$ cat src/rtl/heat_diffusion_stencil_defines.svh
// Assertion macros used by the heat diffusion stencil top level.
`ifndef HEAT_DIFFUSION_STENCIL_DEFINES_SVH
`define HEAT_DIFFUSION_STENCIL_DEFINES_SVH

// Same-cycle implication, checked on every rising clock edge outside reset.
`define HDS_ASSERT_NOW(lbl, ante, cons) \
  lbl: assert property (@(posedge clk_i) disable iff (!rst_ni) (ante) |-> (cons)) \
    else $error("heat_diffusion_stencil: same-cycle check failed");

// Next-cycle implication, checked on every rising clock edge outside reset.
`define HDS_ASSERT_NEXT(lbl, ante, cons) \
  lbl: assert property (@(posedge clk_i) disable iff (!rst_ni) (ante) |=> (cons)) \
    else $error("heat_diffusion_stencil: next-cycle check failed");

`endif

$ cat src/rtl/hds_pkg.sv
// Shared constants, types and helpers of the heat diffusion stencil.
package hds_pkg;

  localparam int MaxWidth  = 1024;
  localparam int MaxRows   = 1024;
  localparam int AddrW     = $clog2(MaxWidth);
  localparam int RowW      = $clog2(MaxRows);
  localparam int TempBits  = 32;
  localparam int WFrac     = 16;
  localparam int DimW      = 11;
  localparam int SeenW     = 21;
  localparam int CfgIdxW   = 2;
  localparam int CfgDataW  = 16;
  localparam int MinDim    = 3;
  localparam int DiffW     = TempBits + 2;
  localparam int ProdW     = DiffW + WFrac + 1;
  localparam int AccW      = ProdW + 2;

  typedef enum logic [CfgIdxW-1:0] {
    CfgWeightX = 2'd0,
    CfgWeightY = 2'd1,
    CfgGridW   = 2'd2,
    CfgGridH   = 2'd3
  } cfg_reg_e;

  typedef struct packed {
    logic signed [TempBits-1:0] c;
    logic signed [DiffW-1:0]    dx;
    logic signed [DiffW-1:0]    dy;
    logic                       boundary;
    logic                       last;
  } upd_req_t;

  function automatic logic [DimW-1:0] clamp_dim(input logic [DimW-1:0] v,
                                                input logic [DimW-1:0] hi);
    logic [DimW-1:0] r;
    if (v < DimW'(MinDim)) begin
      r = DimW'(MinDim);
    end else if (v > hi) begin
      r = hi;
    end else begin
      r = v;
    end
    return r;
  endfunction

endpackage

$ cat src/rtl/hds_update.sv
// Arithmetic pipeline: weighted five-point update, rounding and saturation.
module hds_update (
  input  logic                                 clk_i,
  input  logic                                 rst_ni,
  input  logic                                 req_valid_i,
  input  hds_pkg::upd_req_t                    req_i,
  output logic                                 req_ready_o,
  input  logic [hds_pkg::WFrac-1:0]            weight_x_i,
  input  logic [hds_pkg::WFrac-1:0]            weight_y_i,
  output logic                                 out_valid_o,
  input  logic                                 out_stall_i,
  output logic signed [hds_pkg::TempBits-1:0]  new_temp_o,
  output logic                                 frame_end_o
);
  import hds_pkg::*;

  logic                       a_valid_q;
  upd_req_t                   a_q;
  logic                       b_valid_q;
  logic signed [ProdW-1:0]    px_q, py_q;
  logic signed [TempBits-1:0] c_b_q;
  logic                       bnd_b_q, last_b_q;
  logic                       out_valid_q;
  logic signed [TempBits-1:0] new_temp_q;
  logic                       frame_end_q;

  logic                       out_free, b_free, a_free;
  logic signed [ProdW-1:0]    px_d, py_d;
  logic signed [AccW-1:0]     acc, quo;
  logic                       ovf;
  logic signed [TempBits-1:0] res;

  assign out_free    = !out_valid_q || !out_stall_i;
  assign b_free      = !b_valid_q || out_free;
  assign a_free      = !a_valid_q || b_free;
  assign req_ready_o = a_free;

  assign px_d = a_q.dx * $signed({1'b0, weight_x_i});
  assign py_d = a_q.dy * $signed({1'b0, weight_y_i});

  // c in Q.WFrac plus both weighted differences, then round half up
  assign acc = (AccW'(c_b_q) <<< WFrac) + AccW'(px_q) + AccW'(py_q)
             + (AccW'(1) <<< (WFrac - 1));
  assign quo = acc >>> WFrac;
  assign ovf = (quo[AccW-1:TempBits-1] != '0) && (quo[AccW-1:TempBits-1] != '1);

  always_comb begin
    if (bnd_b_q) begin
      res = c_b_q;
    end else if (ovf) begin
      res = quo[AccW-1] ? {1'b1, {(TempBits-1){1'b0}}} : {1'b0, {(TempBits-1){1'b1}}};
    end else begin
      res = quo[TempBits-1:0];
    end
  end

  always_ff @(posedge clk_i or negedge rst_ni) begin
    if (!rst_ni) begin
      a_valid_q   <= 1'b0;
      b_valid_q   <= 1'b0;
      out_valid_q <= 1'b0;
    end else begin
      if (a_free) a_valid_q <= req_valid_i;
      if (b_free) b_valid_q <= a_valid_q;
      if (out_free) out_valid_q <= b_valid_q;
    end
  end

  always_ff @(posedge clk_i) begin
    if (a_free && req_valid_i) begin
      a_q <= req_i;
    end
    if (b_free && a_valid_q) begin
      px_q     <= px_d;
      py_q     <= py_d;
      c_b_q    <= a_q.c;
      bnd_b_q  <= a_q.boundary;
      last_b_q <= a_q.last;
    end
    if (out_free && b_valid_q) begin
      new_temp_q  <= res;
      frame_end_q <= last_b_q;
    end
  end

  assign out_valid_o = out_valid_q;
  assign new_temp_o  = new_temp_q;
  assign frame_end_o = frame_end_q;

endmodule

$ cat config.mk
export PLATFORM = sky130hd
export DESIGN_NAME = hds_update
export DESIGN_NICKNAME = d
export VERILOG_FILES = /design/src/rtl/heat_diffusion_stencil_defines.svh /design/src/rtl/hds_pkg.sv /design/src/rtl/hds_update.sv
export SDC_FILE = /design/constraint.sdc
export NUM_CORES = 2
export LEC_CHECK = 0
export CORE_UTILIZATION = 65
export CTS_BUF_LIST = sky130_fd_sc_hd__clkbuf_16
export DETAILED_ROUTE_END_ITERATION = 7
export DONT_BUFFER_PORTS = 1
export GPL_TIMING_DRIVEN = 0
export MAX_ROUTING_LAYER = met4
export PLACE_DENSITY = 0.84
export RECOVER_POWER = 50
export SYNTH_ARGS = -nofsm -noshare
export SYNTH_HDL_FRONTEND = slang
export SYNTH_SLANG_ARGS = --single-unit
$ cat constraint.sdc
create_clock -name clk_i -period 7.5 [get_ports clk_i]
set_input_delay 1.125 -clock clk_i [delete_from_list [all_inputs] [get_ports clk_i]]
set_output_delay 1.125 -clock clk_i [all_outputs]
set_load 0.02 [all_outputs]
; Word level (Yosys, flattened, before mapping)
; Cells that the tools add are included.
[classes]
n_mul = 2
n_reduce_logical = 12
eq_ne = 1
order_cmp = 0
div_mod_pow = 0
shifts = 0
addsub = 3
bitwise_logic = 0
muxes = 3
[ops]
columns = operator, count
row1 = $mul A34 B17 Y51, 2
row2 = $mux W32, 3
row3 = $add A52 B51 Y53, 1
row4 = $add A53 B17 Y53 const B, 1
row5 = $add A48 B51 Y52, 1
row6 = $ne A22 B22 Y1 const B, 1
row7 = $reduce_bool A22 Y1, 1
row8 = $logic_and A1 B1 Y1, 4
row9 = $logic_not A1 Y1, 4
row10 = $logic_or A1 B1 Y1, 3
[word_totals]
ramBits = 0
wordCells = 36
ff_bits = 274
latch_bits = 0
n_memories = 0
romBits = 0

; Longest topological paths before layout
[depth]
word_depth = 7
mapped_depth = 27

; Worst setup path after synthesis
; Ideal clock, no wire load.
[synth_path]
path_kind = input -> register
startpoint = input port weight_y_i[8] (netlist bit)
endpoint = register py_q[49] (data pin)
n_path_buf = 3
stages = 27
arrival_time_ns = 7.303
setup_slack_ns = -0.072
setup_time_ns = 0.269
path_cell_list = clkbuf_1 -> clkbuf_1 -> nand2_1 -> fa_1 -> inv_1 -> fa_1 -> inv_1 -> fa_1 -> inv_1 -> fa_1 -> fa_1 -> inv_1 -> fa_1 -> inv_1 -> ha_1 -> clkbuf_1 -> a21oi_1 -> o21ai_1 -> a221oi_1 -> o31a_1 -> a21oi_1 -> o41ai_2 -> o21ai_1 -> a31oi_1 -> o21a_1 -> o31ai_1 -> xor2_1
[synth_via]
elab_chain_len = 1
[synth_rtl]
columns = element, line_no
row1 = start: declaration, hds_update.sv:9  ; input logic [hds_pkg::WFrac-1:0] weight_y_i,
row2 = $mul A34 B17 Y51, hds_update.sv:39  ; assign py_d = a_q.dy * $signed({1'b0, weight_y_i});
row3 = named net py_d[49], hds_update.sv:28  ; logic signed [ProdW-1:0] px_d, py_d;
row4 = end signal: assignment, hds_update.sv:75  ; py_q <= py_d;
row5 = end: declaration, hds_update.sv:20  ; logic signed [ProdW-1:0] px_q, py_q;
; The timed path passes the listed nets, and every way through them passes these cells.
; A chain may end at the register's enable or synchronous reset.

; Worst setup path after layout
[layout_path]
startpoint = register a_q[49] (netlist bit)
endpoint = register px_q[47] (data pin)
[layout_via]
elab_chain_len = 1
[layout_rtl]
columns = element, line_no
row1 = start: declaration, hds_update.sv:18  ; upd_req_t a_q;
row2 = start signal: assignment, hds_update.sv:71  ; a_q <= req_i;
row3 = $mul A34 B17 Y51, hds_update.sv:38  ; assign px_d = a_q.dx * $signed({1'b0, weight_x_i});
row4 = named net px_d[47], hds_update.sv:28
row5 = end signal: assignment, hds_update.sv:74  ; px_q <= px_d;
row6 = end: declaration, hds_update.sv:20
; The timed path passes the listed nets, and every way through them passes these cells.

==> qor.yml <==
status:
  status: "complete, but fails checks"
  violations: "max-capacitance violations, max-slew violations"
floorplanning:
  die-area_mm2: 0.0780
  die_height_um: 279
  row_count: 101
  io_pins: 173
  core_region_area_mm2: 0.0761
  start_util: 0.657
  fp.dieW_um: 279
setup_path:
  cpPeakStageDelay_ps: 560
  cp_num_buf_inv: 4
  slowest_stage: "fa_1"
  worstPathRequired_ps: 7910
  end_kind: "register"
  path_common_cell: "fa_1"
  critPathLaunchType: "register"
  setup.worst_path.class: "reg -> reg"
  critPathArrivalTime_ps: 7780
  path_delay_family: "adder cells"
  crit_path_max_fanout: 10
  path_cells: "clkbuf_1 -> nand2_1 -> fa_1 -> fa_1 -> fa_1 -> inv_1 -> fa_1 -> fa_1 -> inv_1 -> fa_1 -> inv_1 -> ha_1 -> a21o_1 -> a21oi_1 -> o21ai_0 -> o21bai_1 -> a31oi_1 -> o21ai_1 -> a21oi_1 -> o21ai_2 -> mux2_2 -> a211oi_1"
clocking:
  insertion_delay_ps: 580
  cts_htree_levels: 2
  clock-sinks: 274
  root_buffer: "clkbuf_16"
  path_clk_slew_ps: 60
  clockBufferDepth: 3
  tritoncts: "done"
  cts_buffers: 35
sta:
  finalClockSkew_ps: 21.6
  min_period_ps: 7370
  relSlewSlack: -1.95
  fin_setup_tns_ps: 0
  timing_hold_violations_final: 0
  clock.fmax_ghz: 0.136
  grt_setup_unrepaired: "true"
  final-setup-viol-count: 0
  tightest_slew_ps: 4430
  slew_viol_final: 149
  fin_crit_sh: 0.983
hold_path:
  hold_path.class: "in -> async"
placed_design:
  place_area_mm2: 0.0514
  hpwl_mm: 110
  gp_congestion: 1.01
  port-buffer-count: 0
logic_synthesis:
  synthCells: 5066
  synth_seq_area_share: 0.164
  netlist_top_cells_area: "fa_1 (43%), edfxtp_1 (16%), inv_1 (9.1%), ha_1 (7.7%), nand2_1 (5.7%)"
  syn_area_mm2: 0.0500
  synthDominantCellAreaShare: 0.428
  avgSynthCellArea_um2: 9.87
  yosysTopAreaCell: "fa_1"
  synth.net_count: 6580
  yosysWarnings: 0
  async_reset_ff_frac: 0.0109
  synth_seq_cells: 274
  yosysUniqueCellTypes: 92
  synth_ff_type: "edfxtp_1"
  synth-edff-count: 271
drt:
  num_vias: 36100
  routedWlPerCell_um: 21.7
  ant_nets: 0
  drc: 0
  first_iter_violations: 3296
  firstDrtPassIters: 7
  drt-total-wl_mm: 134
  viasPerCell: 5.83
global_routing:
  first_global_vias: 38300
  grt_max_degree: 72
  grt_util_met3: 0.0957
  grt_util_met2: 0.563
  overflow: 0
  grt_most_used_layer: "met2"
  track_usage: 0.371
  grt_pass1_wl_mm: 210
  antenna_found_initial: 11
  grt_util_met1: 0.474
final_layout:
  drive_gt1_frac: 0.0466
  n_fill_cell: 5857
  nets: 6635
  utilization: 0.696
  area_growth_pct: 5.91
  design_area_mm2: 0.0529
run:
  max_cap_viol_count: 4
[synth_stat cells, drive strengths merged (5+ instances only)]
cell type / n
nor2: 62
xnor2: 90
and4: 6
nand4: 14
a41oi: 6
and2: 420
o21a: 16
clkbuf: 181
inv: 1218
buf: 19
o221a: 31
and3: 21
nand3: 40
o21bai: 18
o2111ai: 5
or3: 6
edfxtp: 271
fa: 1069
o211ai: 7
a31oi: 17
nand2b: 17
a21oi: 138
ha: 307
nor3: 15
xor2: 41
o21ai: 73
o221ai: 5
a21o: 88
nand2: 761
a211oi: 12
nor2b: 20
[what timing repair did]
action,4_1_cts,5_1_grt
resized for setup,76,129
gates cloned,0,0
hold buffers,0,0
endpoints found under the setup margin,36,24
pin swaps,1,6
setup buffers,1,16
[routing by layer]
layer	part of all wire	routed length, um
met1	0.38	50800
met3	0.11	14800
met5	0	0
met4	0.052	6960
met2	0.46	61900
[layout by cell type, fill, tap and decap left out, types with 20 or more instances in the layout]
cell	n
clkbuf_1	91
inv_1	1220
edfxtp_1	271
nor2_1	58
clkbuf_16	37
o21ai_0	62
xnor2_1	90
nand2_1	760
nand3_1	40
xor2_1	41
and2_1	412
o221a_1	30
clkbuf_2	57
buf_4	26
ha_1	307
fa_1	1068
a21oi_1	130
a21o_1	87
nor2b_1	20
[per-stage QoR]
stage | instances | hold WS (ps) | worst slack, ps
3_3_place_gp | 6096 | 404 | -1570
3_5_place_dp | 6099 | 405 | -1710
5_1_grt | 6184 | 229 | -26.0
2_1_floorplan | 5066 | 400 | 28.2
6_report | 6188 | 246 | 130
4_1_cts | 6161 | 221 | 3.49
[kinds of logic after synthesis]
group	count (synthesis)	share of synthesized area
mux	1	0.000225
flops	274	0.164
compound gates	465	0.0649
buf+inv	1422	0.109
xor+xnor	131	0.0230
fa+ha+maj	1376	0.505
simple gates	1397	0.133
[state kept, by name, indices dropped and copies added (netlist names)]
signal,cells
a_q,102
px_q,51
py_q,51
c_b_q,32
new_temp_o,32
a_valid_q,1
b_valid_q,1
bnd_b_q,1
frame_end_o,1
last_b_q,1
out_valid_o,1
[layout make-up]
cell class	instances	area (um^2)	share of cell area
repair buffers	20	186	0.00352
clock inverters	24	180	0.00340
inverters	1219	4580	0.0864
flip-flops and latches	274	8210	0.155
clock buffers	37	926	0.0175
well taps	1030	1290	0.0243
multi-input cells	3370	36500	0.689
plain buffers	201	1070	0.0202
diodes	13	32.5	0.000615
[worst reg2reg max path: stages, from the launching register on]
cell and delay, ps:
edfxtp_1 520, clkbuf_1 530, nand2_1 150, fa_1 480, fa_1 550, fa_1 560
inv_1 70, fa_1 490, fa_1 490, inv_1 40, fa_1 470, inv_1 40
ha_1 330, a21o_1 200, a21oi_1 170, o21ai_0 160, o21bai_1 290, a31oi_1 250
o21ai_1 330, a21oi_1 170, o21ai_2 310, mux2_2 380, a211oi_1 230
[path summary, 6_finish.rpt]
kind	start	end	slack (ps)	cells past startpoint
worst max-delay path	a_q[49]	px_q[47]	130	22
worst min-delay path	rst_ni	b_valid_q	250	0
worst max register to register	a_q[49]	px_q[47]	130	22
worst min register to register	a_q[94]	c_b_q[24]	410	0
max in group asynchronous	rst_ni	out_valid_o	7180	0
min in group clk_i	a_q[94]	c_b_q[24]	410	0
Power is not shown: default switching activity piles up to over one toggle a cycle in this logic, so the estimate is an artifact.
